===== config.mk =====
export PLATFORM = sky130hd
export DESIGN_NAME = gqtl_glyph_store
export DESIGN_NICKNAME = d
export VERILOG_FILES = /design/src/hw/rtl/gqtl_pkg.sv /design/src/hw/rtl/gqtl_glyph_store.sv
export SDC_FILE = /design/constraint.sdc
export NUM_CORES = 2
export LEC_CHECK = 0
export BUFFER_PORTS_ARGS = -buffer_cell sky130_fd_sc_hd__buf_2
export CAP_MARGIN = 20
export CORE_MARGIN = 5
export CORE_UTILIZATION = 55
export DETAILED_ROUTE_END_ITERATION = 12
export PLACE_DENSITY = 0.72
export SYNTH_ARGS = -nofsm -noshare
export SYNTH_HDL_FRONTEND = slang
export SYNTH_SLANG_ARGS = --single-unit

===== constraint.sdc =====
create_clock -name clk -period 6 [get_ports clk]
set_input_delay 1.2 -clock clk [delete_from_list [all_inputs] [get_ports clk]]
set_output_delay 1.2 -clock clk [all_outputs]
set_load 0.01 [all_outputs]

===== src/hw/rtl/gqtl_pkg.sv =====
// ----------------------------------------------------------------------------
// gqtl_pkg
// Shared types, constants and helpers of the glyph quad text layout block.
// ----------------------------------------------------------------------------
package gqtl_pkg;

  localparam int GLYPH_COUNT_DEF = 96;
  localparam int ATLAS_DIM_DEF   = 512;

  // Quads that may be reserved between input and output at one time.
  localparam int QUAD_DEPTH = 4;

  localparam int COORD_W     = 16;
  localparam int ATLAS_W     = 10;
  localparam int SIZE_W      = 19;  // scaled glyph width or height, signed
  localparam int PROD_W      = 34;  // 10 bit magnitude times 24 bit scale
  localparam int LINE_W      = 12;
  localparam int ADV_W       = 10;  // line_height / 10 and line_height / 6
  localparam int SCALE_W     = 24;
  localparam int IN_TDATA_W  = 56;
  localparam int OUT_TDATA_W = 72;
  localparam int CFG_IDX_W   = 3;
  localparam int CFG_DATA_W  = 24;

  // Reciprocals for line_height / 10 and / 6, exact for 12 bit operands.
  localparam logic [13:0] RECIP_10 = 14'd6554;
  localparam logic [13:0] RECIP_6  = 14'd10923;

  // Input actions
  localparam logic [1:0] ACT_LOAD  = 2'd0;
  localparam logic [1:0] ACT_BEGIN = 2'd1;
  localparam logic [1:0] ACT_CHAR  = 2'd2;

  // Configuration register indexes
  localparam logic [CFG_IDX_W-1:0] CFG_ORIGIN_X    = 3'd0;
  localparam logic [CFG_IDX_W-1:0] CFG_ORIGIN_Y    = 3'd1;
  localparam logic [CFG_IDX_W-1:0] CFG_WRAP_WIDTH  = 3'd2;
  localparam logic [CFG_IDX_W-1:0] CFG_LINE_HEIGHT = 3'd3;
  localparam logic [CFG_IDX_W-1:0] CFG_SCALE_X     = 3'd4;
  localparam logic [CFG_IDX_W-1:0] CFG_SCALE_Y     = 3'd5;

  // Character codes with special handling
  localparam logic [7:0] CH_TAB     = 8'h09;
  localparam logic [7:0] CH_NEWLINE = 8'h0A;
  localparam logic [7:0] CH_SPACE   = 8'h20;
  localparam logic [7:0] CH_LAST    = 8'h7F;

  // Quad corners
  localparam logic [1:0] CORNER_TL = 2'd0;
  localparam logic [1:0] CORNER_TR = 2'd1;
  localparam logic [1:0] CORNER_BL = 2'd2;
  localparam logic [1:0] CORNER_BR = 2'd3;

  typedef enum logic [2:0] {
    KIND_NOP,
    KIND_BEGIN,
    KIND_NEWLINE,
    KIND_TAB,
    KIND_SPACE,
    KIND_GLYPH
  } kind_t;

  typedef enum logic [1:0] {
    BASE_NORMAL,
    BASE_DESC,
    BASE_CENTER,
    BASE_TOP
  } base_t;

  typedef struct packed {
    logic [ATLAS_W-1:0] x0;
    logic [ATLAS_W-1:0] y0;
    logic [ATLAS_W-1:0] x1;
    logic [ATLAS_W-1:0] y1;
  } glyph_t;

  typedef struct packed {
    kind_t kind;
    base_t base;
  } item_ctl_t;

  typedef struct packed {
    logic [COORD_W-1:0] origin_x;
    logic [COORD_W-1:0] origin_y;
    logic [14:0]        wrap_width;
    logic [LINE_W-1:0]  line_height;
    logic [ADV_W-1:0]   gap10;
    logic [ADV_W-1:0]   space6;
    logic [SCALE_W-1:0] scale_x;
    logic [SCALE_W-1:0] scale_y;
  } cfg_t;

  typedef struct packed {
    logic [COORD_W-1:0] xl;
    logic [COORD_W-1:0] xr;
    logic [COORD_W-1:0] yt;
    logic [COORD_W-1:0] yb;
    glyph_t             tex;
  } quad_t;

  function automatic base_t decode_base(input logic [7:0] code);
    base_t b;
    unique case (code)
      "g", "j", "p", "q", "y":      b = BASE_DESC;
      "+", "-", "<", "=", ">", "~": b = BASE_CENTER;
      "\"", "'", "*", "^":          b = BASE_TOP;
      default:                      b = BASE_NORMAL;
    endcase
    return b;
  endfunction

  function automatic logic [ATLAS_W-1:0] sat_atlas(input logic [ATLAS_W-1:0] v,
                                                   input logic [12:0] dim);
    return ({3'd0, v} > dim) ? dim[ATLAS_W-1:0] : v;
  endfunction

endpackage


===== src/hw/rtl/gqtl_glyph_store.sv =====
// ----------------------------------------------------------------------------
// gqtl_glyph_store
// Glyph table memory: one write port, one read port, registered read data.
// ----------------------------------------------------------------------------
module gqtl_glyph_store #(
  parameter int GLYPH_COUNT = gqtl_pkg::GLYPH_COUNT_DEF,
  parameter int ATLAS_DIM   = gqtl_pkg::ATLAS_DIM_DEF,
  parameter int ADDR_W      = (GLYPH_COUNT > 1) ? $clog2(GLYPH_COUNT) : 1
) (
  input  logic                clk,
  input  logic                wr_en,
  input  logic [ADDR_W-1:0]   wr_addr,
  input  gqtl_pkg::glyph_t    wr_data,
  input  logic                rd_en,
  input  logic [ADDR_W-1:0]   rd_addr,
  output gqtl_pkg::glyph_t    rd_data
);

  localparam logic [12:0] DIM = 13'(ATLAS_DIM);

  gqtl_pkg::glyph_t glyph_mem_r [GLYPH_COUNT];
  gqtl_pkg::glyph_t rd_data_r;
  gqtl_pkg::glyph_t sat_data;

  // Boxes are clamped to the atlas as they are stored.
  always_comb begin
    sat_data.x0 = gqtl_pkg::sat_atlas(wr_data.x0, DIM);
    sat_data.y0 = gqtl_pkg::sat_atlas(wr_data.y0, DIM);
    sat_data.x1 = gqtl_pkg::sat_atlas(wr_data.x1, DIM);
    sat_data.y1 = gqtl_pkg::sat_atlas(wr_data.y1, DIM);
  end

  always_ff @(posedge clk) begin
    if (wr_en) begin
      glyph_mem_r[wr_addr] <= sat_data;
    end
    if (rd_en) begin
      rd_data_r <= glyph_mem_r[rd_addr];
    end
  end

  assign rd_data = rd_data_r;

endmodule


==> run_results.csv <==
group,metric,value,unit
outcome,status,"finished clean",
floorplan,fp.dieH,530,µm
sta,finClkSkew,0.0477,ns
pwr,power_frac_clock,41.8,%
worst_hold_path,hold_depth,2,
worst_setup_path,crit_path_max_fanout,66,
floorplan,initial_core_util,55.1,%
sta,hold_viol,0,
place,placed_area,156000,µm²
yosys,ys_seq_area_share,78.3,%
cells_and_area,final_common_cell,"edfxtp_1",
worst_setup_path,r2r_cells,4,
detailed_routing,viasPerCell,6.96,
worst_setup_path,crit_type,"in2reg",
sta,worst_slew_pin_slew,1.37,ns
worst_hold_path,worstHoldPathType,"in2reg",
detailed_routing,drt_iter0_markers,13966,
worst_setup_path,crit_required,6.69,ns
global_route,groute.usage.overall,30.7,%
global_route,grt_pass1_vias,74850,
worst_setup_path,startpoint_type,"primary input",
pwr,p_sw,0.0118,W
detailed_routing,wl_met2,198000,µm
pwr,switching_share,21.0,%
cts,insertion_delay,0.97,ns
sta,relSlewSlack,8.63,%
cts,cts_num_sinks,3880,
yosys,synthCells,6502,
yosys,ys_types,54,
cts,cts_tree,"done",
cells_and_area,layout_common_cells,"edfxtp_1 (3880), mux4_2 (913), clkbuf_16 (397)",
sta,fin_ws,1.80,ns
yosys,synth_area_leader_cell,"edfxtp_1",
detailed_routing,met3WireLength,63000,µm
cells_and_area,design_area,169000,µm²
cells_and_area,drive_above_1_share,28.7,%
cts,htreeDepth,5,
pwr,p_leak,48.8,nW
yosys,synth_warnings,0,
place,place_ws,0.859,ns
yosys,synth_edf_count,3880,
pwr,power.density,334,nW/µm²
cells_and_area,fin_nets,7083,
global_route,grt_max_degree,98,
yosys,synthArstFlopShare,0,%
sta,drv_slew,0,
place,port-buffer-count,96,
yosys,ys_top_cells_by_area,"edfxtp_1 (78%), mux4_2 (14%), mux2i_1 (2.4%)",
job,max-cap-violations,0,
floorplan,row_count,191,
detailed_routing,routed.top_layer,"met5",
pwr,finalPower,0.0563,W
pwr,p_seq_share,53.4,%
detailed_routing,first_pass_iters,6,
detailed_routing,drt-met1-wl,146000,µm
sta,tns,0,ns
yosys,synthFlopType,"edfxtp_1",
detailed_routing,routed_wl,430000,µm
floorplan,fp.coreArea,270000,µm²
sta,finalSetupViolations,0,
yosys,syn-num-nets,6559,
yosys,synth_area,149000,µm²
sta,fin_crit,4.20,ns
cts,cts_root_buf,"clkbuf_16",
sta,rsz0062_at_grt,"false",
worst_setup_path,crit_path_end_kind,"flip-flop",
place,place_congestion,0.881,
global_route,antenna_found_initial,35,
detailed_routing,wl_per_cell,39.5,µm
sta,fin_crit_sh,70.1,%
yosys,synth_top_area_share,78.3,%
yosys,ys_seq_elements,3880,
detailed_routing,drc,0,
detailed_routing,vias,75847,
cts,clk_path_buf_depth,4,
floorplan,io_pins,97,
global_route,grt_pass1_wl,594000,µm
pwr,p_comb_share,4.8,%
worst_setup_path,arrival,4.89,ns
pwr,intPower,0.0445,W
cts,cts_buffers,390,
floorplan,die_x,530,µm
cts,cts.reportedPaths.clkPinSlew,0.06,ns
detailed_routing,antenna_left,0,
sta,max_freq,238,MHz
cells_and_area,area_delta_synth_final,13.3,%
cts,ctsResizeCount,0,
global_route,grt-ovfl-total,0,
floorplan,design.die.area,281000,µm²
place,hpwl,242000,µm
pwr,ir_drop,0.240,mV
yosys,syn_area_per_cell,22.9,µm²
cts,ctsHoldBuffers,0,
cts,cts_setup_buffers,0,
cell usage after synthesis (3+ instances only):
master,n
edfxtp_1,3880
mux4_2,913
mux2i_1,362
nand2_1,145
nor2_1,140
a22oi_1,138
buf_2,102
clkbuf_1,97
a21oi_1,69
nor2b_1,68
nand3_1,61
o22ai_1,58
buf_6,55
buf_4,46
o21ai_0,42
mux2_2,37
buf_1,33
nor3_1,33
a211oi_1,29
a31oi_1,19
nor4_1,18
o211ai_1,16
nand2b_1,14
a221oi_1,13
o221ai_1,11
nand4_1,10
a22o_1,8
and2_1,7
buf_8,7
o2111ai_1,7
a32oi_1,6
or3_1,6
a2111oi_0,5
and3_1,5
inv_1,5
buf_12,4
o31a_1,4
o31ai_1,4
a211o_1,3
o311ai_0,3
critical path: stages:
cell	delay, ns
buf_8	0.50
buf_4	0.51
buf_4	0.49
mux4_2	0.39
mux4_2	0.52
a22oi_1	0.68
buf_4	0.24
o41ai_2	0.06
sequential cells by signal, summed over array words and instances (netlist names):
name,cells
glyph_mem_r,3840
rd_data,40
final timing paths:
kind	startpoint	end	slack, ns
worst min-delay path	wr_data[17]	glyph_mem_r[45][17]	0.67
worst max register to register	glyph_mem_r[42][29]	rd_data[29]	2.93
worst min register to register	glyph_mem_r[19][22]	rd_data[22]	0.82
worst max-delay path	rd_addr[2]	rd_data[7]	1.80
power groups by stage:
stage | registers [W] | clock network [W] | logic (W)
after floorplan | 0.0306 | 0 | 0.00153
after global placement | 0.0306 | 0 | 0.00258
after detailed placement | 0.0306 | 0 | 0.00264
after CTS | 0.0301 | 0.0237 | 0.00266
after global routing | 0.0300 | 0.0249 | 0.00280
final | 0.0301 | 0.0235 | 0.00272
cell families after synthesis:
logic type	Yosys count	share of synthesized area, %
flops	3880	78.3
mux	1312	16.5
buf+inv	350	1.46
simple gates	516	1.62
compound gates	444	2.06
final cells by class:
class	count	area [µm²]
tap	3570	4470
sequential	3880	117000
fill	17543	102000
clock inverter	214	1960
clock buffer	477	10200
antenna	10	25.0
multi-input combinational	2272	31100
inverter	6	32.5
timing repair buffer	476	4170
metrics by stage:
step / hold slack, ns / std cells / util, %
after floorplan: 0.702 / 6502 / -
final: 0.673 / 10905 / 62.4
after detailed placement: 0.787 / 10194 / 57.8
after global placement: 0.777 / 10189 / 57.8
after CTS: 0.664 / 10885 / 62.3
after global routing: 0.656 / 10896 / 62.4
per-layer routing:
layer	global-route usage, %	vias up
met5	0	-
met3	9.03	1066
met1	41.9	39688
met4	14.0	24
li1	-	28781
met2	46.3	6288
(Power assumes the default switching activity.)
