`config.mk`:
```
export PLATFORM = sky130hd
export DESIGN_NAME = gqtl_layout_pipe
export DESIGN_NICKNAME = d
export VERILOG_FILES = /design/src/hw/rtl/gqtl_pkg.sv /design/src/hw/rtl/gqtl_layout_pipe.sv
export SDC_FILE = /design/constraint.sdc
export NUM_CORES = 2
export LEC_CHECK = 0
export ABC_AREA = 1
export BUFFER_PORTS_ARGS = -buffer_cell sky130_fd_sc_hd__buf_2
export CORE_MARGIN = 2
export CORE_UTILIZATION = 67
export CTS_CLUSTER_SIZE = 24
export DETAILED_ROUTE_END_ITERATION = 10
export HOLD_SLACK_MARGIN = 0.03
export PLACE_DENSITY_LB_ADDON = 0.08
export SYNTH_ARGS = -nofsm -noshare
export SYNTH_HDL_FRONTEND = slang
export SYNTH_SLANG_ARGS = --single-unit
```
`constraint.sdc`:
```
create_clock -name clk -period 9.9 [get_ports clk]
set_input_delay 0.495 -clock clk [delete_from_list [all_inputs] [get_ports clk]]
set_output_delay 0.495 -clock clk [all_outputs]
set_load 0.005 [all_outputs]
```
`src/hw/rtl/gqtl_pkg.sv`:
```
// ----------------------------------------------------------------------------
// gqtl_pkg
// Shared types, constants and helpers of the glyph quad text layout block.
// ----------------------------------------------------------------------------
package gqtl_pkg;

  localparam int GLYPH_COUNT_DEF = 96;
  localparam int ATLAS_DIM_DEF   = 512;

  // Quads that may be reserved between input and output at one time.
  localparam int QUAD_DEPTH = 4;

  localparam int COORD_W     = 16;
  localparam int ATLAS_W     = 10;
  localparam int SIZE_W      = 19;  // scaled glyph width or height, signed
  localparam int PROD_W      = 34;  // 10 bit magnitude times 24 bit scale
  localparam int LINE_W      = 12;
  localparam int ADV_W       = 10;  // line_height / 10 and line_height / 6
  localparam int SCALE_W     = 24;
  localparam int IN_TDATA_W  = 56;
  localparam int OUT_TDATA_W = 72;
  localparam int CFG_IDX_W   = 3;
  localparam int CFG_DATA_W  = 24;

  // Reciprocals for line_height / 10 and / 6, exact for 12 bit operands.
  localparam logic [13:0] RECIP_10 = 14'd6554;
  localparam logic [13:0] RECIP_6  = 14'd10923;

  // Input actions
  localparam logic [1:0] ACT_LOAD  = 2'd0;
  localparam logic [1:0] ACT_BEGIN = 2'd1;
  localparam logic [1:0] ACT_CHAR  = 2'd2;

  // Configuration register indexes
  localparam logic [CFG_IDX_W-1:0] CFG_ORIGIN_X    = 3'd0;
  localparam logic [CFG_IDX_W-1:0] CFG_ORIGIN_Y    = 3'd1;
  localparam logic [CFG_IDX_W-1:0] CFG_WRAP_WIDTH  = 3'd2;
  localparam logic [CFG_IDX_W-1:0] CFG_LINE_HEIGHT = 3'd3;
  localparam logic [CFG_IDX_W-1:0] CFG_SCALE_X     = 3'd4;
  localparam logic [CFG_IDX_W-1:0] CFG_SCALE_Y     = 3'd5;

  // Character codes with special handling
  localparam logic [7:0] CH_TAB     = 8'h09;
  localparam logic [7:0] CH_NEWLINE = 8'h0A;
  localparam logic [7:0] CH_SPACE   = 8'h20;
  localparam logic [7:0] CH_LAST    = 8'h7F;

  // Quad corners
  localparam logic [1:0] CORNER_TL = 2'd0;
  localparam logic [1:0] CORNER_TR = 2'd1;
  localparam logic [1:0] CORNER_BL = 2'd2;
  localparam logic [1:0] CORNER_BR = 2'd3;

  typedef enum logic [2:0] {
    KIND_NOP,
    KIND_BEGIN,
    KIND_NEWLINE,
    KIND_TAB,
    KIND_SPACE,
    KIND_GLYPH
  } kind_t;

  typedef enum logic [1:0] {
    BASE_NORMAL,
    BASE_DESC,
    BASE_CENTER,
    BASE_TOP
  } base_t;

  typedef struct packed {
    logic [ATLAS_W-1:0] x0;
    logic [ATLAS_W-1:0] y0;
    logic [ATLAS_W-1:0] x1;
    logic [ATLAS_W-1:0] y1;
  } glyph_t;

  typedef struct packed {
    kind_t kind;
    base_t base;
  } item_ctl_t;

  typedef struct packed {
    logic [COORD_W-1:0] origin_x;
    logic [COORD_W-1:0] origin_y;
    logic [14:0]        wrap_width;
    logic [LINE_W-1:0]  line_height;
    logic [ADV_W-1:0]   gap10;
    logic [ADV_W-1:0]   space6;
    logic [SCALE_W-1:0] scale_x;
    logic [SCALE_W-1:0] scale_y;
  } cfg_t;

  typedef struct packed {
    logic [COORD_W-1:0] xl;
    logic [COORD_W-1:0] xr;
    logic [COORD_W-1:0] yt;
    logic [COORD_W-1:0] yb;
    glyph_t             tex;
  } quad_t;

  function automatic base_t decode_base(input logic [7:0] code);
    base_t b;
    unique case (code)
      "g", "j", "p", "q", "y":      b = BASE_DESC;
      "+", "-", "<", "=", ">", "~": b = BASE_CENTER;
      "\"", "'", "*", "^":          b = BASE_TOP;
      default:                      b = BASE_NORMAL;
    endcase
    return b;
  endfunction

  function automatic logic [ATLAS_W-1:0] sat_atlas(input logic [ATLAS_W-1:0] v,
                                                   input logic [12:0] dim);
    return ({3'd0, v} > dim) ? dim[ATLAS_W-1:0] : v;
  endfunction

endpackage

```
`src/hw/rtl/gqtl_layout_pipe.sv`:
```
// ----------------------------------------------------------------------------
// gqtl_layout_pipe
// Scales the glyph box, works out the baseline offset, moves the pen and
// forms the four corners of each visible quad.
// ----------------------------------------------------------------------------
module gqtl_layout_pipe (
  input  logic                clk,
  input  logic                rst_n,
  input  logic                item_vld,
  input  gqtl_pkg::item_ctl_t item_ctl,
  input  gqtl_pkg::glyph_t    rd_glyph,
  input  gqtl_pkg::cfg_t      cfg,
  output logic                quad_vld,
  output gqtl_pkg::quad_t     quad
);

  localparam int SW = gqtl_pkg::SIZE_W;
  localparam int CW = gqtl_pkg::COORD_W;
  localparam int PW = gqtl_pkg::PROD_W;
  localparam int AW = gqtl_pkg::ATLAS_W;

  // Stage 1: glyph box arrives from the table
  logic                s1_vld_r;
  gqtl_pkg::item_ctl_t s1_ctl_r;

  logic          negx, negy;
  logic [AW-1:0] magx, magy;
  logic [PW-1:0] prodx, prody;

  // Stage 2: scaled magnitudes
  logic                s2_vld_r;
  gqtl_pkg::item_ctl_t s2_ctl_r;
  gqtl_pkg::glyph_t    s2_glyph_r;
  logic                s2_negx_r, s2_negy_r;
  logic [PW-1:0]       s2_prodx_r, s2_prody_r;

  logic signed [SW-1:0] w_nxt, h_nxt;
  logic [CW-1:0]        wg_nxt;

  // Stage 3: signed width and height
  logic                 s3_vld_r;
  gqtl_pkg::item_ctl_t  s3_ctl_r;
  gqtl_pkg::glyph_t     s3_glyph_r;
  logic signed [SW-1:0] s3_w_r, s3_h_r;
  logic [CW-1:0]        s3_wg_r;

  logic signed [20:0] h3, h3_adj;
  logic signed [19:0] cd, cd_adj;
  logic [CW-1:0]      off_nxt;

  // Stage 4: baseline offset
  logic                 s4_vld_r;
  gqtl_pkg::kind_t      s4_kind_r;
  gqtl_pkg::glyph_t     s4_glyph_r;
  logic signed [SW-1:0] s4_w_r;
  logic [CW-1:0]        s4_h_r, s4_wg_r, s4_off_r;

  // Pen stage
  logic [CW-1:0]      pen_x_r, pen_y_r, pen_x_nxt, pen_y_nxt;
  logic [CW-1:0]      line16, bx, by;
  logic signed [20:0] reach, limit;
  logic               wrap;

  // Stage 5: quad base point
  logic             s5_vld_r;
  gqtl_pkg::glyph_t s5_glyph_r;
  logic [CW-1:0]    s5_px_r, s5_py_r, s5_w_r, s5_h_r, s5_off_r;
  logic [CW-1:0]    yt;

  // ---- stage 1 ----
  always_ff @(posedge clk) begin
    if (!rst_n) begin
      s1_vld_r <= 1'b0;
    end else begin
      s1_vld_r <= item_vld;
    end
    s1_ctl_r <= item_ctl;
  end

  // Truncation toward zero: scale the magnitude and restore the sign later.
  always_comb begin
    negx  = rd_glyph.x1 < rd_glyph.x0;
    negy  = rd_glyph.y1 < rd_glyph.y0;
    magx  = negx ? (rd_glyph.x0 - rd_glyph.x1) : (rd_glyph.x1 - rd_glyph.x0);
    magy  = negy ? (rd_glyph.y0 - rd_glyph.y1) : (rd_glyph.y1 - rd_glyph.y0);
    prodx = PW'(magx) * PW'(cfg.scale_x);
    prody = PW'(magy) * PW'(cfg.scale_y);
  end

  // ---- stage 2 ----
  always_ff @(posedge clk) begin
    if (!rst_n) begin
      s2_vld_r <= 1'b0;
    end else begin
      s2_vld_r <= s1_vld_r;
    end
    s2_ctl_r   <= s1_ctl_r;
    s2_glyph_r <= rd_glyph;
    s2_negx_r  <= negx;
    s2_negy_r  <= negy;
    s2_prodx_r <= prodx;
    s2_prody_r <= prody;
  end

  always_comb begin
    w_nxt  = s2_negx_r ? (SW'(0) - {1'b0, s2_prodx_r[PW-1:16]}) : {1'b0, s2_prodx_r[PW-1:16]};
    h_nxt  = s2_negy_r ? (SW'(0) - {1'b0, s2_prody_r[PW-1:16]}) : {1'b0, s2_prody_r[PW-1:16]};
    wg_nxt = w_nxt[CW-1:0] + CW'(cfg.gap10);
  end

  // ---- stage 3 ----
  always_ff @(posedge clk) begin
    if (!rst_n) begin
      s3_vld_r <= 1'b0;
    end else begin
      s3_vld_r <= s2_vld_r;
    end
    s3_ctl_r   <= s2_ctl_r;
    s3_glyph_r <= s2_glyph_r;
    s3_w_r     <= w_nxt;
    s3_h_r     <= h_nxt;
    s3_wg_r    <= wg_nxt;
  end

  // Signed halving and quartering round toward zero.
  always_comb begin
    h3     = 21'(s3_h_r) + (21'(s3_h_r) <<< 1);
    h3_adj = (h3 + (h3[20] ? 21'sd3 : 21'sd0)) >>> 2;
    cd     = $signed({8'd0, cfg.line_height}) - 20'(s3_h_r);
    cd_adj = (cd + (cd[19] ? 20'sd1 : 20'sd0)) >>> 1;
    unique case (s3_ctl_r.base)
      gqtl_pkg::BASE_DESC:   off_nxt = h3_adj[CW-1:0];
      gqtl_pkg::BASE_CENTER: off_nxt = cd_adj[CW-1:0];
      gqtl_pkg::BASE_TOP:    off_nxt = CW'(cfg.line_height);
      default:               off_nxt = s3_h_r[CW-1:0];
    endcase
  end

  // ---- stage 4 ----
  always_ff @(posedge clk) begin
    if (!rst_n) begin
      s4_vld_r <= 1'b0;
    end else begin
      s4_vld_r <= s3_vld_r;
    end
    s4_kind_r  <= s3_ctl_r.kind;
    s4_glyph_r <= s3_glyph_r;
    s4_w_r     <= s3_w_r;
    s4_h_r     <= s3_h_r[CW-1:0];
    s4_wg_r    <= s3_wg_r;
    s4_off_r   <= off_nxt;
  end

  // ---- pen stage: the only place the pen is read and written ----
  always_comb begin
    line16 = CW'(cfg.line_height);
    reach  = 21'($signed(pen_x_r)) + 21'(s4_w_r);
    limit  = 21'($signed(cfg.origin_x)) + $signed({6'd0, cfg.wrap_width});
    wrap   = reach > limit;
    bx     = wrap ? cfg.origin_x : pen_x_r;
    by     = wrap ? (pen_y_r + line16) : pen_y_r;
  end

  always_comb begin
    pen_x_nxt = pen_x_r;
    pen_y_nxt = pen_y_r;
    if (s4_vld_r) begin
      unique case (s4_kind_r)
        gqtl_pkg::KIND_BEGIN: begin
          pen_x_nxt = cfg.origin_x;
          pen_y_nxt = cfg.origin_y - line16;
        end
        gqtl_pkg::KIND_NEWLINE: begin
          pen_x_nxt = cfg.origin_x;
          pen_y_nxt = pen_y_r + line16;
        end
        gqtl_pkg::KIND_TAB: begin
          pen_x_nxt = pen_x_r + {3'd0, cfg.line_height, 1'b0};
        end
        gqtl_pkg::KIND_SPACE: begin
          pen_x_nxt = bx + CW'(cfg.space6);
          pen_y_nxt = by;
        end
        gqtl_pkg::KIND_GLYPH: begin
          pen_x_nxt = bx + s4_wg_r;
          pen_y_nxt = by;
        end
        default: begin
          pen_x_nxt = pen_x_r;
          pen_y_nxt = pen_y_r;
        end
      endcase
    end
  end

  always_ff @(posedge clk) begin
    if (!rst_n) begin
      pen_x_r  <= '0;
      pen_y_r  <= '0;
      s5_vld_r <= 1'b0;
    end else begin
      pen_x_r  <= pen_x_nxt;
      pen_y_r  <= pen_y_nxt;
      s5_vld_r <= s4_vld_r && (s4_kind_r == gqtl_pkg::KIND_GLYPH);
    end
    s5_glyph_r <= s4_glyph_r;
    s5_px_r    <= bx;
    s5_py_r    <= by;
    s5_w_r     <= s4_w_r[CW-1:0];
    s5_h_r     <= s4_h_r;
    s5_off_r   <= s4_off_r;
  end

  // ---- stage 5: corners ----
  always_comb begin
    yt       = s5_py_r - s5_off_r;
    quad.xl  = s5_px_r;
    quad.xr  = s5_px_r + s5_w_r;
    quad.yt  = yt;
    quad.yb  = yt + s5_h_r;
    quad.tex = s5_glyph_r;
  end

  assign quad_vld = s5_vld_r;

endmodule

```
==> metrics.yaml <==
ys.flop_type: "dfxtp_1"
drc: 0
die_h_um: 242
grt_pass1_vias: 32500
ys_seq_area_share_pct: 24.0
cts_tree: "built"
tns_ns: 0
max_freq_mhz: 134
placed_cells: 5864
ys.warnings.count: 0
vias_per_cell: 5.51
die_x_um: 242
cp_max_fo: 21
routedWlPerCell_um: 17.0
overflow: 0
start_util_pct: 67.4
finalClockSkew_ns: 0.0175
syn_nets: 5801
area_growth_pct: 10.1
place.detailed.hpwl_um: 81300
first_iter_violations: 2284
design_area_mm2: 0.0417
grt_pass1_wl_um: 165000
period_share_pct: 75.1
port_buffers: 279
worst_path_largest_cell_delay_ns: 0.64
top_layer: "met5"
numCtsBuffers: 46
postSynthCellCount: 4896
relSlewSlack_pct: 32.3
final_cell_mix: "1123 x nand2_1, 831 x inv_1, 466 x nor2_1, 454 x dfxtp_1, 368 x ha_1"
layout_commonest_cell: "nand2_1"
first_pass_iters: 5
netlist_area_mm2: 0.0379
status: "completed"
core_area_mm2: 0.0562
layout_min_cycle_time_ns: 7.44
dr_wl_met2_um: 46500
rsz0062_at_grt: "false"
io_pins: 280
grt_util_all_layers_pct: 34.8
finalWirelength_um: 101000
fill_cells: 4547
instances_no_fill: 5961
num_vias: 32800
rrSetupSlack_ns: 3.03
grt_antenna_before_repair: 5
synth-edff-count: 0
path_class: "input port to flip-flop"
synth_cell_type_count: 64
drv_cap: 0
rows: 87
gp_congestion: 0.982
die-area_mm2: 0.0584
insertion_delay_ns: 0.58
cts_root_buf: "clkbuf_16"
grt_max_degree: 40
placed_area_mm2: 0.0399
ys_ff_latch: 454
hold_viol_final: 0
synth_area_per_cell_um2: 7.73
clock_sinks: 454
arrival_ns: 7.91
layout-drive-gt1-share_pct: 8.31
cts_setup_buffers: 0
tightest_slew_ns: 1.01
crit_required_ns: 10.37
detail-route-antenna-nets: 0
async_flop_share_pct: 0
finalNetCount: 6070
min_path_type: "input port to flip-flop"
clk_pin_slew_ns: 0.06
whs_ns: 0.0513
cts_buffer_depth: 3
h-tree-depth: 2
wl_met3_um: 8420
setup_viol: 0
crit_top_cell: "nand2_1"
start_kind: "input port"
slew_violations: 0
wl_met1_um: 42400
crit_slowest_cell: "nand2_1"
worstSetupEndpointType: "flip-flop"
[registers in the layout, indices dropped and copies added, names as in the netlist, 16 cells and up]
register    cells
s2_prody_r     18
pen_x_r        16
s4_off_r       16
pen_y_r        16
s4_h_r         16
s3_glyph_r     40
s5_h_r         16
s4_wg_r        16
s5_off_r       16
s3_w_r         19
s5_w_r         16
s3_h_r         19
s5_py_r        16
s4_w_r         19
s4_glyph_r     40
s2_glyph_r     40
quad           40
s5_px_r        16
s2_prodx_r     18
s3_wg_r        16
[worst max-delay path: cells and delay by family]
kind	cells	cell delay [ns]
adder cells (fa/ha/maj)	8	3.58
AO/OA/AOI/OAI	5	1.18
buffers and inverters	8	0.98
AND/OR/NAND/NOR	11	1.45
XOR/XNOR	1	0.20
[metrics by stage]
stage,setup WS (ns),utilization (%)
after floorplan,3.26,-
after global placement,2.63,71.1
after detailed placement,2.49,71.1
after CTS,2.53,74.2
after global routing,1.96,74.2
final,2.46,74.2
[final timing paths]
| check | start | end | cells past startpoint |
|---|---|---|---|
| worst min register to register | s4_glyph_r[12] | quad[12] | 0 |
| worst max-delay path | rd_glyph[20] | s2_prody_r[33] | 33 |
| worst max register to register | s4_w_r[2] | pen_x_r[10] | 39 |
| worst min-delay path | rd_glyph[28] | s2_glyph_r[28] | 1 |
[cells in the mapped netlist (all sizes together) (20+ instances only)]
cell type     n  area [µm²]
xor2        138        1230
nand4        44         282
a31oi        20         140
a21oi       321        1620
nand2      1131        4270
o21ai       188         945
nor2        485        1930
ha          368        4600
fa          362        7250
xnor2        63         552
o21a         20         150
nor3         54         280
nand3       193         983
dfxtp       454        9090
buf          38         200
clkbuf       39         146
inv         841        3160
[metal layers]
layer	vias up	GRT usage, %
met1	15300	46.0
met5	-	0
li1	15900	-
met2	1285	57.9
met4	2	11.7
met3	274	6.47
[kinds of logic (layout without fill, tap and decap cells)]
| kind of cell | Yosys count | after routing | share of synthesized area, % |
|---|---|---|---|
| simple gates | 1948 | 1948 | 21.2 |
| buf+inv | 920 | 1224 | 9.29 |
| fa+ha+maj | 730 | 730 | 31.3 |
| compound gates | 642 | 642 | 9.52 |
| flops | 454 | 454 | 24.0 |
| xor+xnor | 201 | 201 | 4.72 |
| mux | 1 | 1 | 0.0264 |
| other cells | 0 | 5 | 0 |
[cell type report]
cell class | instances | area, µm² | area share (%)
multi-input cells | 3522 | 25300 | 60.6
flip-flops and latches | 454 | 9090 | 21.8
diodes | 5 | 12.5 | 0.0300
repair buffers | 298 | 1560 | 3.75
clock buffers | 55 | 1220 | 2.94
clock inverters | 28 | 427 | 1.02
well taps | 756 | 946 | 2.27
inverters | 843 | 3170 | 7.61
[what timing repair did]
| action | in CTS | in global routing |
|---|---|---|
| endpoints found under the hold margin | 9 | 0 |
| hold buffers | 9 | 0 |
| gates resized for setup | 0 | 0 |
| setup endpoints to repair | 0 | 0 |
Power is not shown: default switching activity piles up to over one toggle a cycle in this logic, so the estimate is an artifact.
