<file path="src/hw/rtl/gqtl_pkg.sv">
// ----------------------------------------------------------------------------
// gqtl_pkg
// Shared types, constants and helpers of the glyph quad text layout block.
// ----------------------------------------------------------------------------
package gqtl_pkg;

  localparam int GLYPH_COUNT_DEF = 96;
  localparam int ATLAS_DIM_DEF   = 512;

  // Quads that may be reserved between input and output at one time.
  localparam int QUAD_DEPTH = 4;

  localparam int COORD_W     = 16;
  localparam int ATLAS_W     = 10;
  localparam int SIZE_W      = 19;  // scaled glyph width or height, signed
  localparam int PROD_W      = 34;  // 10 bit magnitude times 24 bit scale
  localparam int LINE_W      = 12;
  localparam int ADV_W       = 10;  // line_height / 10 and line_height / 6
  localparam int SCALE_W     = 24;
  localparam int IN_TDATA_W  = 56;
  localparam int OUT_TDATA_W = 72;
  localparam int CFG_IDX_W   = 3;
  localparam int CFG_DATA_W  = 24;

  // Reciprocals for line_height / 10 and / 6, exact for 12 bit operands.
  localparam logic [13:0] RECIP_10 = 14'd6554;
  localparam logic [13:0] RECIP_6  = 14'd10923;

  // Input actions
  localparam logic [1:0] ACT_LOAD  = 2'd0;
  localparam logic [1:0] ACT_BEGIN = 2'd1;
  localparam logic [1:0] ACT_CHAR  = 2'd2;

  // Configuration register indexes
  localparam logic [CFG_IDX_W-1:0] CFG_ORIGIN_X    = 3'd0;
  localparam logic [CFG_IDX_W-1:0] CFG_ORIGIN_Y    = 3'd1;
  localparam logic [CFG_IDX_W-1:0] CFG_WRAP_WIDTH  = 3'd2;
  localparam logic [CFG_IDX_W-1:0] CFG_LINE_HEIGHT = 3'd3;
  localparam logic [CFG_IDX_W-1:0] CFG_SCALE_X     = 3'd4;
  localparam logic [CFG_IDX_W-1:0] CFG_SCALE_Y     = 3'd5;

  // Character codes with special handling
  localparam logic [7:0] CH_TAB     = 8'h09;
  localparam logic [7:0] CH_NEWLINE = 8'h0A;
  localparam logic [7:0] CH_SPACE   = 8'h20;
  localparam logic [7:0] CH_LAST    = 8'h7F;

  // Quad corners
  localparam logic [1:0] CORNER_TL = 2'd0;
  localparam logic [1:0] CORNER_TR = 2'd1;
  localparam logic [1:0] CORNER_BL = 2'd2;
  localparam logic [1:0] CORNER_BR = 2'd3;

  typedef enum logic [2:0] {
    KIND_NOP,
    KIND_BEGIN,
    KIND_NEWLINE,
    KIND_TAB,
    KIND_SPACE,
    KIND_GLYPH
  } kind_t;

  typedef enum logic [1:0] {
    BASE_NORMAL,
    BASE_DESC,
    BASE_CENTER,
    BASE_TOP
  } base_t;

  typedef struct packed {
    logic [ATLAS_W-1:0] x0;
    logic [ATLAS_W-1:0] y0;
    logic [ATLAS_W-1:0] x1;
    logic [ATLAS_W-1:0] y1;
  } glyph_t;

  typedef struct packed {
    kind_t kind;
    base_t base;
  } item_ctl_t;

  typedef struct packed {
    logic [COORD_W-1:0] origin_x;
    logic [COORD_W-1:0] origin_y;
    logic [14:0]        wrap_width;
    logic [LINE_W-1:0]  line_height;
    logic [ADV_W-1:0]   gap10;
    logic [ADV_W-1:0]   space6;
    logic [SCALE_W-1:0] scale_x;
    logic [SCALE_W-1:0] scale_y;
  } cfg_t;

  typedef struct packed {
    logic [COORD_W-1:0] xl;
    logic [COORD_W-1:0] xr;
    logic [COORD_W-1:0] yt;
    logic [COORD_W-1:0] yb;
    glyph_t             tex;
  } quad_t;

  function automatic base_t decode_base(input logic [7:0] code);
    base_t b;
    unique case (code)
      "g", "j", "p", "q", "y":      b = BASE_DESC;
      "+", "-", "<", "=", ">", "~": b = BASE_CENTER;
      "\"", "'", "*", "^":          b = BASE_TOP;
      default:                      b = BASE_NORMAL;
    endcase
    return b;
  endfunction

  function automatic logic [ATLAS_W-1:0] sat_atlas(input logic [ATLAS_W-1:0] v,
                                                   input logic [12:0] dim);
    return ({3'd0, v} > dim) ? dim[ATLAS_W-1:0] : v;
  endfunction

endpackage

</file>
<file path="src/hw/rtl/gqtl_quad_out.sv">
// ----------------------------------------------------------------------------
// gqtl_quad_out
// Quad queue with slot reservation, and the sequencer that sends each quad
// as four vertices.
// ----------------------------------------------------------------------------
module gqtl_quad_out (
  input  logic                clk,
  input  logic                rst_n,
  input  logic                reserve,
  output logic                has_room,
  input  logic                push,
  input  gqtl_pkg::quad_t     quad,
  output logic                vtx_valid,
  input  logic                vtx_ready,
  output logic [15:0]         vtx_x,
  output logic [15:0]         vtx_y,
  output logic [9:0]          vtx_tex_x,
  output logic [9:0]          vtx_tex_y,
  output logic [1:0]          vtx_corner,
  output logic [15:0]         vtx_index,
  output logic                vtx_last
);

  localparam int DEPTH = gqtl_pkg::QUAD_DEPTH;
  localparam int PTR_W = (DEPTH > 1) ? $clog2(DEPTH) : 1;
  localparam int CNT_W = $clog2(DEPTH + 1);

  gqtl_pkg::quad_t quad_mem_r [DEPTH];
  gqtl_pkg::quad_t head;

  logic [PTR_W-1:0] wptr_r, rptr_r;
  logic [CNT_W-1:0] fill_r, fill_nxt, resv_r, resv_nxt;
  logic [1:0]       corner_r;
  logic [15:0]      vcount_r;
  logic             take, pop;

  assign take     = vtx_valid && vtx_ready;
  assign pop      = take && (corner_r == gqtl_pkg::CORNER_BR);
  assign vtx_valid = fill_r != '0;
  // A slot is held from acceptance of the character until its last vertex.
  assign has_room = resv_r < CNT_W'(DEPTH);
  assign head     = quad_mem_r[rptr_r];

  always_comb begin
    fill_nxt = fill_r;
    if (push && !pop) begin
      fill_nxt = fill_r + 1'b1;
    end else if (pop && !push) begin
      fill_nxt = fill_r - 1'b1;
    end
    resv_nxt = resv_r;
    if (reserve && !pop) begin
      resv_nxt = resv_r + 1'b1;
    end else if (pop && !reserve) begin
      resv_nxt = resv_r - 1'b1;
    end
  end

  always_ff @(posedge clk) begin
    if (!rst_n) begin
      wptr_r   <= '0;
      rptr_r   <= '0;
      fill_r   <= '0;
      resv_r   <= '0;
      corner_r <= gqtl_pkg::CORNER_TL;
      vcount_r <= '0;
    end else begin
      fill_r <= fill_nxt;
      resv_r <= resv_nxt;
      if (push) begin
        wptr_r <= wptr_r + 1'b1;
      end
      if (pop) begin
        rptr_r <= rptr_r + 1'b1;
      end
      if (take) begin
        corner_r <= corner_r + 2'd1;
        vcount_r <= vcount_r + 16'd1;
      end
    end
  end

  always_ff @(posedge clk) begin
    if (push) begin
      quad_mem_r[wptr_r] <= quad;
    end
  end

  always_comb begin
    unique case (corner_r)
      gqtl_pkg::CORNER_TL: begin
        vtx_x     = head.xl;
        vtx_y     = head.yt;
        vtx_tex_x = head.tex.x0;
        vtx_tex_y = head.tex.y0;
      end
      gqtl_pkg::CORNER_TR: begin
        vtx_x     = head.xr;
        vtx_y     = head.yt;
        vtx_tex_x = head.tex.x1;
        vtx_tex_y = head.tex.y0;
      end
      gqtl_pkg::CORNER_BL: begin
        vtx_x     = head.xl;
        vtx_y     = head.yb;
        vtx_tex_x = head.tex.x0;
        vtx_tex_y = head.tex.y1;
      end
      default: begin
        vtx_x     = head.xr;
        vtx_y     = head.yb;
        vtx_tex_x = head.tex.x1;
        vtx_tex_y = head.tex.y1;
      end
    endcase
  end

  assign vtx_corner = corner_r;
  assign vtx_index  = vcount_r;
  assign vtx_last   = corner_r == gqtl_pkg::CORNER_BR;

endmodule

</file>
<file path="config.mk">
export PLATFORM = sky130hd
export DESIGN_NAME = gqtl_quad_out
export DESIGN_NICKNAME = d
export VERILOG_FILES = /design/src/hw/rtl/gqtl_pkg.sv /design/src/hw/rtl/gqtl_quad_out.sv
export SDC_FILE = /design/constraint.sdc
export NUM_CORES = 1
export LEC_CHECK = 0
export ABC_AREA = 1
export BUFFER_PORTS_ARGS = -buffer_cell sky130_fd_sc_hd__buf_2
export CAP_MARGIN = 20
export CORE_MARGIN = 3
export CORE_UTILIZATION = 45
export DETAILED_ROUTE_END_ITERATION = 10
export HOLD_SLACK_MARGIN = 0.15
export PLACE_DENSITY_LB_ADDON = 0.3
export REMOVE_ABC_BUFFERS = 1
export SLEW_MARGIN = 20
export SYNTH_ARGS = -nofsm -noshare
export SYNTH_HDL_FRONTEND = slang
export SYNTH_SLANG_ARGS = --single-unit
</file>
<file path="constraint.sdc">
create_clock -name clk -period 4.65 [get_ports clk]
set_input_delay 0.93 -clock clk [delete_from_list [all_inputs] [get_ports clk]]
set_output_delay 0.93 -clock clk [all_outputs]
set_load 0.005 [all_outputs]
</file>
==> results of run 1 <==
==> registers in the layout (all words and copies together) (netlist names), named ones only <==
name and count:
fill_r 3, quad_mem_r 416, resv_r 3, rptr_r 2, vtx_corner 2, vtx_index 16, wptr_r 2
==> cell usage after synthesis (7+ instances only) <==
cell	count	area [sq um]
nor3_1	9	45.0
buf_6	12	135
o21ai_1	55	275
ha_1	11	138
o21a_1	52	390
nand3_1	7	35.0
clkbuf_1	38	143
nor2_1	394	1480
dfxtp_1	30	601
inv_1	38	143
a21oi_1	68	340
edfxtp_1	416	12500
o21ai_0	219	1100
buf_2	21	105
nand2_1	45	169
==> area by class of cell <==
cell class	count	area [sq um]	area share [%]
sequential	446	13100	63.8
tap	518	648	3.16
inverter	39	161	0.787
timing repair buffer	202	1140	5.55
antenna	4	10.0	0.0488
multi-input combinational	872	4080	19.9
clock buffer	59	1230	5.99
clock inverter	23	150	0.732
==> worst min-delay path: stages, from the launching register on <==
cell and delay, ns:
dfxtp_1 0.32, inv_1 0.05, a21oi_1 0.05
==> per-layer routing <==
metal	up-vias	GRT usage (%)
li1	5440	-
met1	5467	24.0
met2	267	28.2
met3	67	4.53
met4	14	5.10
met5	-	0
==> logic make-up after synthesis <==
group / after synthesis
AO/OA/AOI/OAI: 395
XOR/XNOR: 3
adder cells (fa/ha/maj): 13
buffers and inverters: 122
flip-flops: 446
AND/OR/NAND/NOR: 461
==> power groups by stage <==
stage | logic [mW] | clock network [mW] | registers, mW
after floorplan | 0.396 | 0 | 4.70
after global placement | 0.746 | 0 | 4.68
after detailed placement | 0.762 | 0 | 4.69
after CTS | 0.765 | 3.44 | 4.60
final | 0.750 | 3.37 | 4.60
after global routing | 0.848 | 3.60 | 4.61
==> through the flow <==
step / hold slack [ns] / area, sq um / setup WS (ns) / cells / setup TNS (ns)
finish: 0.456 / 20500 / 1.06 / 2163 / 0
global route: 0.486 / 20500 / 0.844 / 2161 / 0
CTS: 0.465 / 20500 / 1.04 / 2159 / 0
detailed placement: 0.451 / 19100 / 1.62 / 2077 / 0
global placement: 0.443 / 19100 / 1.63 / 2077 / 0
floorplan: 0.444 / 17300 / -2.61 / 1357 / -135.26
==> path summary, 6_finish.rpt <==
kind | end | slack, ns | depth (start not counted)
hold / removal | vtx_index[4] | 0.46 | 2
hold reg to reg | vtx_index[4] | 0.46 | 2
setup reg to reg | resv_r[2] | 2.23 | 13
setup / recovery | vtx_tex_x[3] | 1.06 | 8
==> qor.yml, run 1 <==
sta:
  worst_slew_pin_slew_ns: 1.27
  rsz0062_at_grt: "no"
  slew_headroom_pct: 15.6
  finalClockSkew_ns: 0.0134
  fin_crit_sh_pct: 77.2
  layout_min_cycle_time_ns: 3.59
  drv_slew: 0
  finalHoldViolCount: 0
  setup_violations: 0
  clock.fmax_mhz: 279
clocking:
  cts-root-buf: "clkbuf_16"
  cts_tree: "yes"
  insertion_delay_ns: 0.54
  clk_path_buf_depth: 3
  post-cts-setup-buffers: 0
  cts.clk_slew.worst_paths_ns: 0.06
  ctsHoldBuffers: 0
  ctsResizeCount: 0
  clock_sinks: 446
  numCtsBuffers: 45
  ctsHtreeMaxLevel: 2
pwr:
  intPower_mw: 6.77
  vdd_drop_max_v: 0.000196
  pwr-share-seq_pct: 52.8
  switching_share_pct: 22.4
  p_total_mw: 8.72
  switching_power_mw: 1.95
  power.leakage_nw: 7.24
  p_clk_share_pct: 38.6
  power_density_nw_per_um2: 425
  pwr-share-comb_pct: 8.6
worst_setup_path:
  worstPathCellList: "buf_12 > nor2_1 > nor2_1 > o21ai_0 > o21ai_0 > nor2_1 > a21oi_1 > buf_2"
  crit_path_max_incr_delay_ns: 0.42
  critPathKind: "flop to output port"
  cp.arrival_ns: 2.66
  slowest_stage: "buf_12"
  r2r_start: "fill_r[0]"
  path_delay_family: "buffers and inverters"
  startpoint_type: "flop"
  cp_max_fo: 208
  critPathRequiredTime_ns: 3.72
  worst_path_most_repeated_cell: "nor2_1"
  cp-end-kind: "output port"
  path_buf_inv: 2
route:
  wl_met3_um: 2410
  final_antenna_net_count: 0
  drt-initial-drc-count: 841
  wl_met1_um: 16600
  wl_met2_um: 17900
  vias: 11300
  routed_wl_um: 37700
  drc_errors: 0
  first_pass_iters: 5
  top_layer: "met5"
  wl_per_cell_um: 17.4
  avgViaCountPerCell: 5.20
yosys:
  synth_adder_area_share_pct: 0.998
  ys_ff_latch: 446
  syn-cell-area_sq_um: 17800
  synthMuxAreaShare_pct: 0
  yosysUniqueCellTypes: 26
  synth_cells: 1440
  synth_warnings: 0
  yosys_most_used_dff: "edfxtp_1"
  synth_xor_area_share_pct: 0.148
  synth-edff-count: 416
  syn_area_per_cell_sq_um: 12.4
  async_flop_share_pct: 0
  synth_compound_area_share_pct: 11.9
  synth-seq-area-share_pct: 73.6
  synth-simple-area-share_pct: 9.93
  synth_top_family_by_area: "compound AO/OA/AOI/OAI gates"
floorplan:
  dieArea_sq_um: 42000
  dieWidth_um: 205
  placementRows: 72
  chipHeight_um: 205
  start_util_pct: 45.8
  num_io_pins: 182
  core_sq_um: 38800
placed_design:
  hpwl_um: 21300
  io_buffers: 181
  gp_congestion: 0.774
grt:
  grt_max_degree: 209
  antenna_found_initial: 10
  grt_remaining_overflow: 0
  grt_pass1_vias: 10900
  grt.total_usage_pct: 17.6
  grt_pass1_wl_um: 58800
status:
  status: "completed"
cells_and_area:
  layout.nets: 1728
  area_growth_syn_to_layout_pct: 15.3
  layout_commonest_cell: "edfxtp_1"
  fin_util_pct: 52.8
  fillers: 3244
  final_cell_mix: "edfxtp_1 (416), nor2_1 (394), o21ai_0 (219), buf_2 (181), a21oi_1 (68)"
  drive_gt1_share_pct: 16.8
worst_hold_path:
  hp-class: "flop to flop"
  hold_start: "vtx_index[4]"
run:
  maxCapViolCount: 0
(Power assumes the default switching activity.)
==> run 2, diff against run 1 <==
--- a/config.mk
+++ b/config.mk
@@ -5,7 +5,7 @@
 export SDC_FILE = /design/constraint.sdc
 export NUM_CORES = 1
 export LEC_CHECK = 0
-export ABC_AREA = 1
+export ABC_AREA = 0
 export BUFFER_PORTS_ARGS = -buffer_cell sky130_fd_sc_hd__buf_2
 export CAP_MARGIN = 20
 export CORE_MARGIN = 3
==> constraint.sdc (replaced) <==
create_clock -name clk -period 3.7 [get_ports clk]
set_input_delay 0.74 -clock clk [delete_from_list [all_inputs] [get_ports clk]]
set_output_delay 0.74 -clock clk [all_outputs]
set_load 0.005 [all_outputs]
==> qor.yml, run 2 <==
cells_and_area:
  top_register: "quad_mem_r"
  final_area_sq_um: 20200  # -1.7%
  largest_reg_flops: 416  # unchanged
  drive_gt1_share_pct: 43.0  # +26 points
  layout_commonest_cell: "edfxtp_1"
  layout.nets: 1094  # -37%
  area_growth_syn_to_layout_pct: 18.6
  fillers: 2903  # -11%
  final_cell_mix: "edfxtp_1 (416), buf_2 (181), mux4_2 (104), mux2_2 (52), clkbuf_16 (47)"
placed_design:
  hpwl_um: 19200  # -9.5%
  pre_cts_slack_ns: 0.788  # -0.829 ns
  io_buffers: 181  # unchanged
  placed_area_sq_um: 18700  # -2.3%
  gp_congestion: 0.717  # -7.4%
yosys:
  ys_ff_latch: 446  # unchanged
  syn_area_per_cell_sq_um: 22.5  # +82%
  synth-edff-count: 416  # unchanged
  synth_warnings: 0  # unchanged
  synth-seq-area-share_pct: 77.0  # +3.4 points
  yosys_most_used_dff: "edfxtp_1"
  yosysTopAreaCell: "edfxtp_1"
  yosysTopAreaCellShare_pct: 73.5  # +3.3 points
  async_flop_share_pct: 0  # unchanged
  yosys-top-cells-count: "edfxtp_1 (416), mux4_2 (104), mux2_2 (52), dfxtp_1 (30), nor2_1 (24)"
  yosysUniqueCellTypes: 33  # +27%
  synthTopCellsByArea: "edfxtp_1 (73%), mux4_2 (14%), dfxtp_1 (3.5%), mux2_2 (3.4%), ha_1 (0.81%)"
  synth_cells: 756  # -48%
  yosysMostFrequentCell: "edfxtp_1"
  syn-cell-area_sq_um: 17000  # -4.5%
worst_setup_path:
  critPathKind: "flop to output port"
  critPathRequiredTime_ns: 2.96  # -0.76 ns
  cp.arrival_ns: 2.64  # -0.02 ns
  ff2ff_setup_slack_ns: 1.29  # -0.94 ns
  startpoint_type: "flop"
  r2r_start: "fill_r[0]"
  cp-end-kind: "output port"
  cp_max_fo: 14  # -93%
  startpoint: "vtx_corner[0]"
sta:
  clock.fmax_mhz: 296
  fin_crit_sh_pct: 91.3
  drv_slew: 0  # unchanged
  finalHoldViolCount: 0  # unchanged
  layout_setup_ws_ns: 0.320  # -0.739 ns
  finalClockSkew_ns: 0.0124  # -0.00104 ns
  rsz0062_at_grt: "no"
  setup_violations: 0  # unchanged
  layout_min_cycle_time_ns: 3.38
  slew_headroom_pct: 37.6  # +22 points
  worst_slew_pin_slew_ns: 0.935  # -0.331 ns
clocking:
  numCtsBuffers: 46  # +2.2%
  cts.clk_slew.worst_paths_ns: 0.06  # about the same
  insertion_delay_ns: 0.55  # about the same
  clock_sinks: 446  # unchanged
  cts_tree: "yes"
  cts-root-buf: "clkbuf_16"
  ctsHtreeMaxLevel: 2  # unchanged
  ctsHoldBuffers: 0  # unchanged
  post-cts-setup-buffers: 0  # unchanged
  clk_path_buf_depth: 3  # unchanged
  ctsResizeCount: 0  # unchanged
route:
  first_pass_iters: 4  # -1
  avgViaCountPerCell: 5.30  # +1.9%
  final_antenna_net_count: 0  # unchanged
  vias: 8033  # -29%
  drt-initial-drc-count: 450  # -46%
  routed_wl_um: 32300  # -14%
  wl_per_cell_um: 21.3  # +22%
  drc_errors: 0  # unchanged
floorplan:
  dieArea_sq_um: 40200  # -4.3%
  start_util_pct: 46.0  # +0.17 points
  num_io_pins: 182  # unchanged
  dieWidth_um: 200  # -2.2%
  placementRows: 70  # -2.8%
  core_sq_um: 37000  # -4.8%
  chipHeight_um: 200  # -2.2%
pwr:
  pwr-share-comb_pct: 7.5  # -1.1 points
  power_density_nw_per_um2: 550  # +29%
  p_clk_share_pct: 40.0  # +1.4 points
  vdd_drop_max_v: 0.000402  # +100%
  switching_share_pct: 20.8  # -1.6 points
  intPower_mw: 8.79  # +30%
  power.leakage_nw: 6.70  # -7.4%
  switching_power_mw: 2.30  # +18%
  pwr-share-seq_pct: 52.5  # -0.3 points
grt:
  grt_max_degree: 71  # -66%
  grt.total_usage_pct: 16.2  # -1.4 points
  grt_remaining_overflow: 0  # unchanged
  grt_pass1_wl_um: 50000  # -15%
  antenna_found_initial: 8  # -2
  grt_pass1_vias: 8479  # -22%
status:
  status: "completed"
worst_hold_path:
  hold_start: "quad[9]"
  hp-class: "primary input to flop"
run:
  maxCapViolCount: 0  # unchanged
[run 2: cell type report]
type | count | area, sq um | area share (%)
clock buffers | 54 | 1220 | 6.06
diodes | 2 | 5.00 | 0.0248
repair buffers | 200 | 1170 | 5.82
flip-flops and latches | 446 | 13100 | 65.0
clock inverters | 31 | 250 | 1.24
inverters | 9 | 33.8 | 0.168
well taps | 504 | 631 | 3.13
multi-input cells | 269 | 3750 | 18.6
[run 2: routing by layer]
metal  GRT usage (%)  wire (um)
met2            25.6      15400
met3            4.44       2120
met5               0         75
met1            22.2      14000
met4            4.92        661
[run 2: logic make-up after synthesis]
| group | Yosys count | synth area share (%) |
|---|---|---|
| flops | 446 | 77.0 |
| mux | 160 | 17.5 |
| simple gates | 60 | 1.85 |
| buf+inv | 41 | 1.10 |
| compound gates | 19 | 0.677 |
| xor+xnor | 17 | 0.876 |
| fa+ha+maj | 13 | 1.04 |
[run 2: metrics by stage]
step / setup TNS [ns] / total power [mW] / hold slack (ns) / instances / utilization (%)
finish: 0 / 11.1 / 0.403 / 1515 / 54.6
global route: 0 / 11.5 / 0.369 / 1515 / 54.6
CTS: 0 / 11.2 / 0.361 / 1513 / 54.5
detailed placement: 0 / 6.78 / 0.466 / 1428 / 50.6
global placement: 0 / 6.75 / 0.464 / 1428 / 50.6
floorplan: -119.59 / 6.37 / 0.458 / 724 / -
[run 2: power groups by stage]
stage	Combinational, mW	Clock, mW	Sequential (mW)
after floorplan	0.434	0	5.93
after global placement	0.835	0	5.91
after detailed placement	0.850	0	5.93
after CTS	0.854	4.58	5.82
after global routing	0.911	4.80	5.83
final	0.833	4.44	5.82
[run 2: critical path: stages, from the launching register on]
cell and delay [ns]:
dfxtp_1 0.41, inv_1 0.09, ha_1 0.27, nor2_4 0.43
buf_4 0.38, mux2_2 0.38, buf_2 0.13
[run 2: final timing paths]
kind                 endpoint  cells past startpoint
min reg2reg     vtx_index[15]                      2
min          quad_mem_r[3][9]                      1
max              vtx_tex_y[2]                      6
max reg2reg         fill_r[2]                      8
==> run 3, diff against run 2 <==
==> constraint.sdc (replaced) <==
create_clock -name clk -period 2.95 [get_ports clk]
set_input_delay 0.59 -clock clk [delete_from_list [all_inputs] [get_ports clk]]
set_output_delay 0.59 -clock clk [all_outputs]
set_load 0.005 [all_outputs]
==> qor.yml, run 3 (same netlist as run 2, synthesis figures left out) <==
status:
  status: "completed"
cells_and_area:
  layout.nets: 1100  # +0.55%
  layout_commonest_cell: "edfxtp_1"
  top_register: "quad_mem_r"
  fin_util_pct: 55.0  # +0.45 points
  drive_gt1_share_pct: 43.2  # +0.23 points
  largest_reg_flops: 416  # unchanged
  instances_no_fill: 1518  # +0.20%
  area_growth_syn_to_layout_pct: 19.6
  final_cell_mix: "edfxtp_1 (416), buf_2 (181), mux4_2 (104), mux2_2 (52), clkbuf_16 (52)"
pwr:
  vdd_drop_max_v: 0.000384  # -4.5%
  power.leakage_nw: 6.75  # +0.76%
  power_density_nw_per_um2: 685  # +25%
  p_total_mw: 13.9  # +26%
clocking:
  numCtsBuffers: 46  # unchanged
  clock_sinks: 446  # unchanged
  ctsHtreeMaxLevel: 2  # unchanged
  cts.clk_slew.worst_paths_ns: 0.06  # about the same
  cts_tree: "yes"
  clk_path_buf_depth: 3  # unchanged
  ctsHoldBuffers: 0  # unchanged
  insertion_delay_ns: 0.56  # about the same
  cts-root-buf: "clkbuf_16"
sta:
  finalHoldViolCount: 0  # unchanged
  setup_violations: 0  # unchanged
  fin_crit_sh_pct: 97.6
  rsz0062_at_grt: "yes"
  layout_setup_ws_ns: 0.0695  # -0.251 ns
  slew_headroom_pct: 41.5  # +3.9 points
  layout_min_cycle_time_ns: 2.88
  drv_slew: 0  # unchanged
  clock.fmax_mhz: 347
  setup_tns_ns: 0  # unchanged
  worst_slew_pin_slew_ns: 0.876  # -0.0590 ns
  finalClockSkew_ns: 0.0144  # +0.00206 ns
route:
  drt-initial-drc-count: 376  # -16%
  routed_wl_um: 32300  # +0.12%
  vias: 7982  # -0.63%
  final_antenna_net_count: 0  # unchanged
  drc_errors: 0  # unchanged
  avgViaCountPerCell: 5.26  # -0.83%
  wl_per_cell_um: 21.3  # about the same
  first_pass_iters: 4  # unchanged
worst_setup_path:
  crit_path_max_incr_delay_ns: 0.55  # +0.12 ns
  path_delay_family: "multiplexers"
  critPathRequiredTime_ns: 2.36  # -0.60 ns
  cp-end-kind: "output port"
  worstPathCellList: "buf_12 > mux4_2 > mux2_2 > buf_2"
  r2r_start: "fill_r[2]"
  critPathKind: "flop to output port"
  slowest_stage: "mux4_2"
  cp_max_fo: 31  # +17
  reg2reg_depth: 8  # unchanged
  r2r-end: "resv_r[2]"
  ff2ff_setup_slack_ns: 0.57  # -0.72 ns
  startpoint_type: "flop"
  path_buf_inv: 2  # -1
  cp.arrival_ns: 2.29  # -0.35 ns
grt:
  grt.total_usage_pct: 15.7  # -0.44 points
  grt_remaining_overflow: 0  # unchanged
  grt_pass1_vias: 8586  # +1.3%
  grt_pass1_wl_um: 49200  # -1.7%
  antenna_found_initial: 8  # unchanged
  grt_max_degree: 60  # -15%
floorplan:
  dieWidth_um: 200  # unchanged
  dieArea_sq_um: 40200  # unchanged
  core_sq_um: 37000  # unchanged
  placementRows: 70  # unchanged
  start_util_pct: 46.0  # unchanged
  num_io_pins: 182  # unchanged
  chipHeight_um: 200  # unchanged
placed_design:
  gp_congestion: 0.745  # +3.9%
  pre_cts_slack_ns: 0.432  # -0.356 ns
  dp_cells: 1430  # +0.14%
  io_buffers: 181  # unchanged
  hpwl_um: 19000  # -1.1%
worst_hold_path:
  hp-class: "primary input to flop"
  holdPathStages: 1  # unchanged
  hold_start: "quad[79]"
  hold_end: "quad_mem_r[0][79]"
run:
  maxCapViolCount: 0  # unchanged
==> run 3: changes by cell type in the layout (fill, tap and decap cells not counted), moves of 2 or more <==
cell       before  now
clkbuf_1        5   16
inv_6           2    0
buf_4           9    5
clkinv_2        8    6
clkbuf_16      47   52
bufinv_16       4    2
buf_12         10   16
clkinv_1       15    5
==> run 3: power breakdown <==
group / switching, mW / total (mW) / internal [mW]
Sequential: 0.0766 / 7.30 / 7.22
Clock: 2.24 / 5.50 / 3.26
Combinational: 0.570 / 1.12 / 0.554
Total: 2.89 / 13.9 / 11.0
==> run 3: layer usage <==
metal | wire length (um) | vias to the layer above | global-route usage (%)
li1 | - | 3589 | -
met1 | 14100 | 4128 | 21.1
met2 | 15600 | 199 | 25.5
met3 | 1960 | 52 | 4.37
met4 | 555 | 14 | 4.69
met5 | 89 | - | 0
==> run 3: worst register-to-register path, delay by kind of cell (launching register included) <==
family                   cells  cell delay [ns]
XOR/XNOR                     1             0.17
adder cells (fa/ha/maj)      2             0.58
AND/OR/NAND/NOR              2             0.51
buffers and inverters        1             0.06
AO/OA/AOI/OAI                2             0.62
flip-flops                   1             0.36
==> run 3: area by class of cell <==
cell class | count | area, sq um
Inverter | 9 | 33.8
Tap cell | 504 | 631
Fill cell | 2897 | 16600
Timing Repair Buffer | 206 | 1370
Multi-Input combinational cell | 269 | 3750
Sequential cell | 446 | 13100
Clock buffer | 67 | 1310
Antenna cell | 1 | 2.50
Clock inverter | 16 | 135
==> run 3: metrics by stage <==
stage          instance area (sq um)  hold slack, ns
3_5_place_dp                   18800           0.485
3_3_place_gp                   18800           0.464
4_1_cts                        20200           0.208
6_report                       20300           0.249
2_1_floorplan                  16800           0.458
5_1_grt                        20300           0.224
==> run 3: worst max-delay path by stage <==
stage | start | to | slack (ns) | cells after the start
4_1_cts | flop | vtx_x[5] | 0.02 | 4
5_1_grt | flop | vtx_x[14] | -0.03 | 4
2_1_floorplan | flop | vtx_tex_x[0] | -2.90 | 2
6_report | flop | vtx_tex_x[8] | 0.07 | 4
3_3_place_gp | vtx_ready | resv_r[2] | 0.52 | 9
3_5_place_dp | vtx_ready | fill_r[2] | 0.43 | 9
==> run 3: repair_timing <==
action                     CTS  global route
gates resized for setup      1             1
pin swaps                    0             1
gates cloned                 0             3
setup buffers                0             1
setup endpoints to repair    1            18
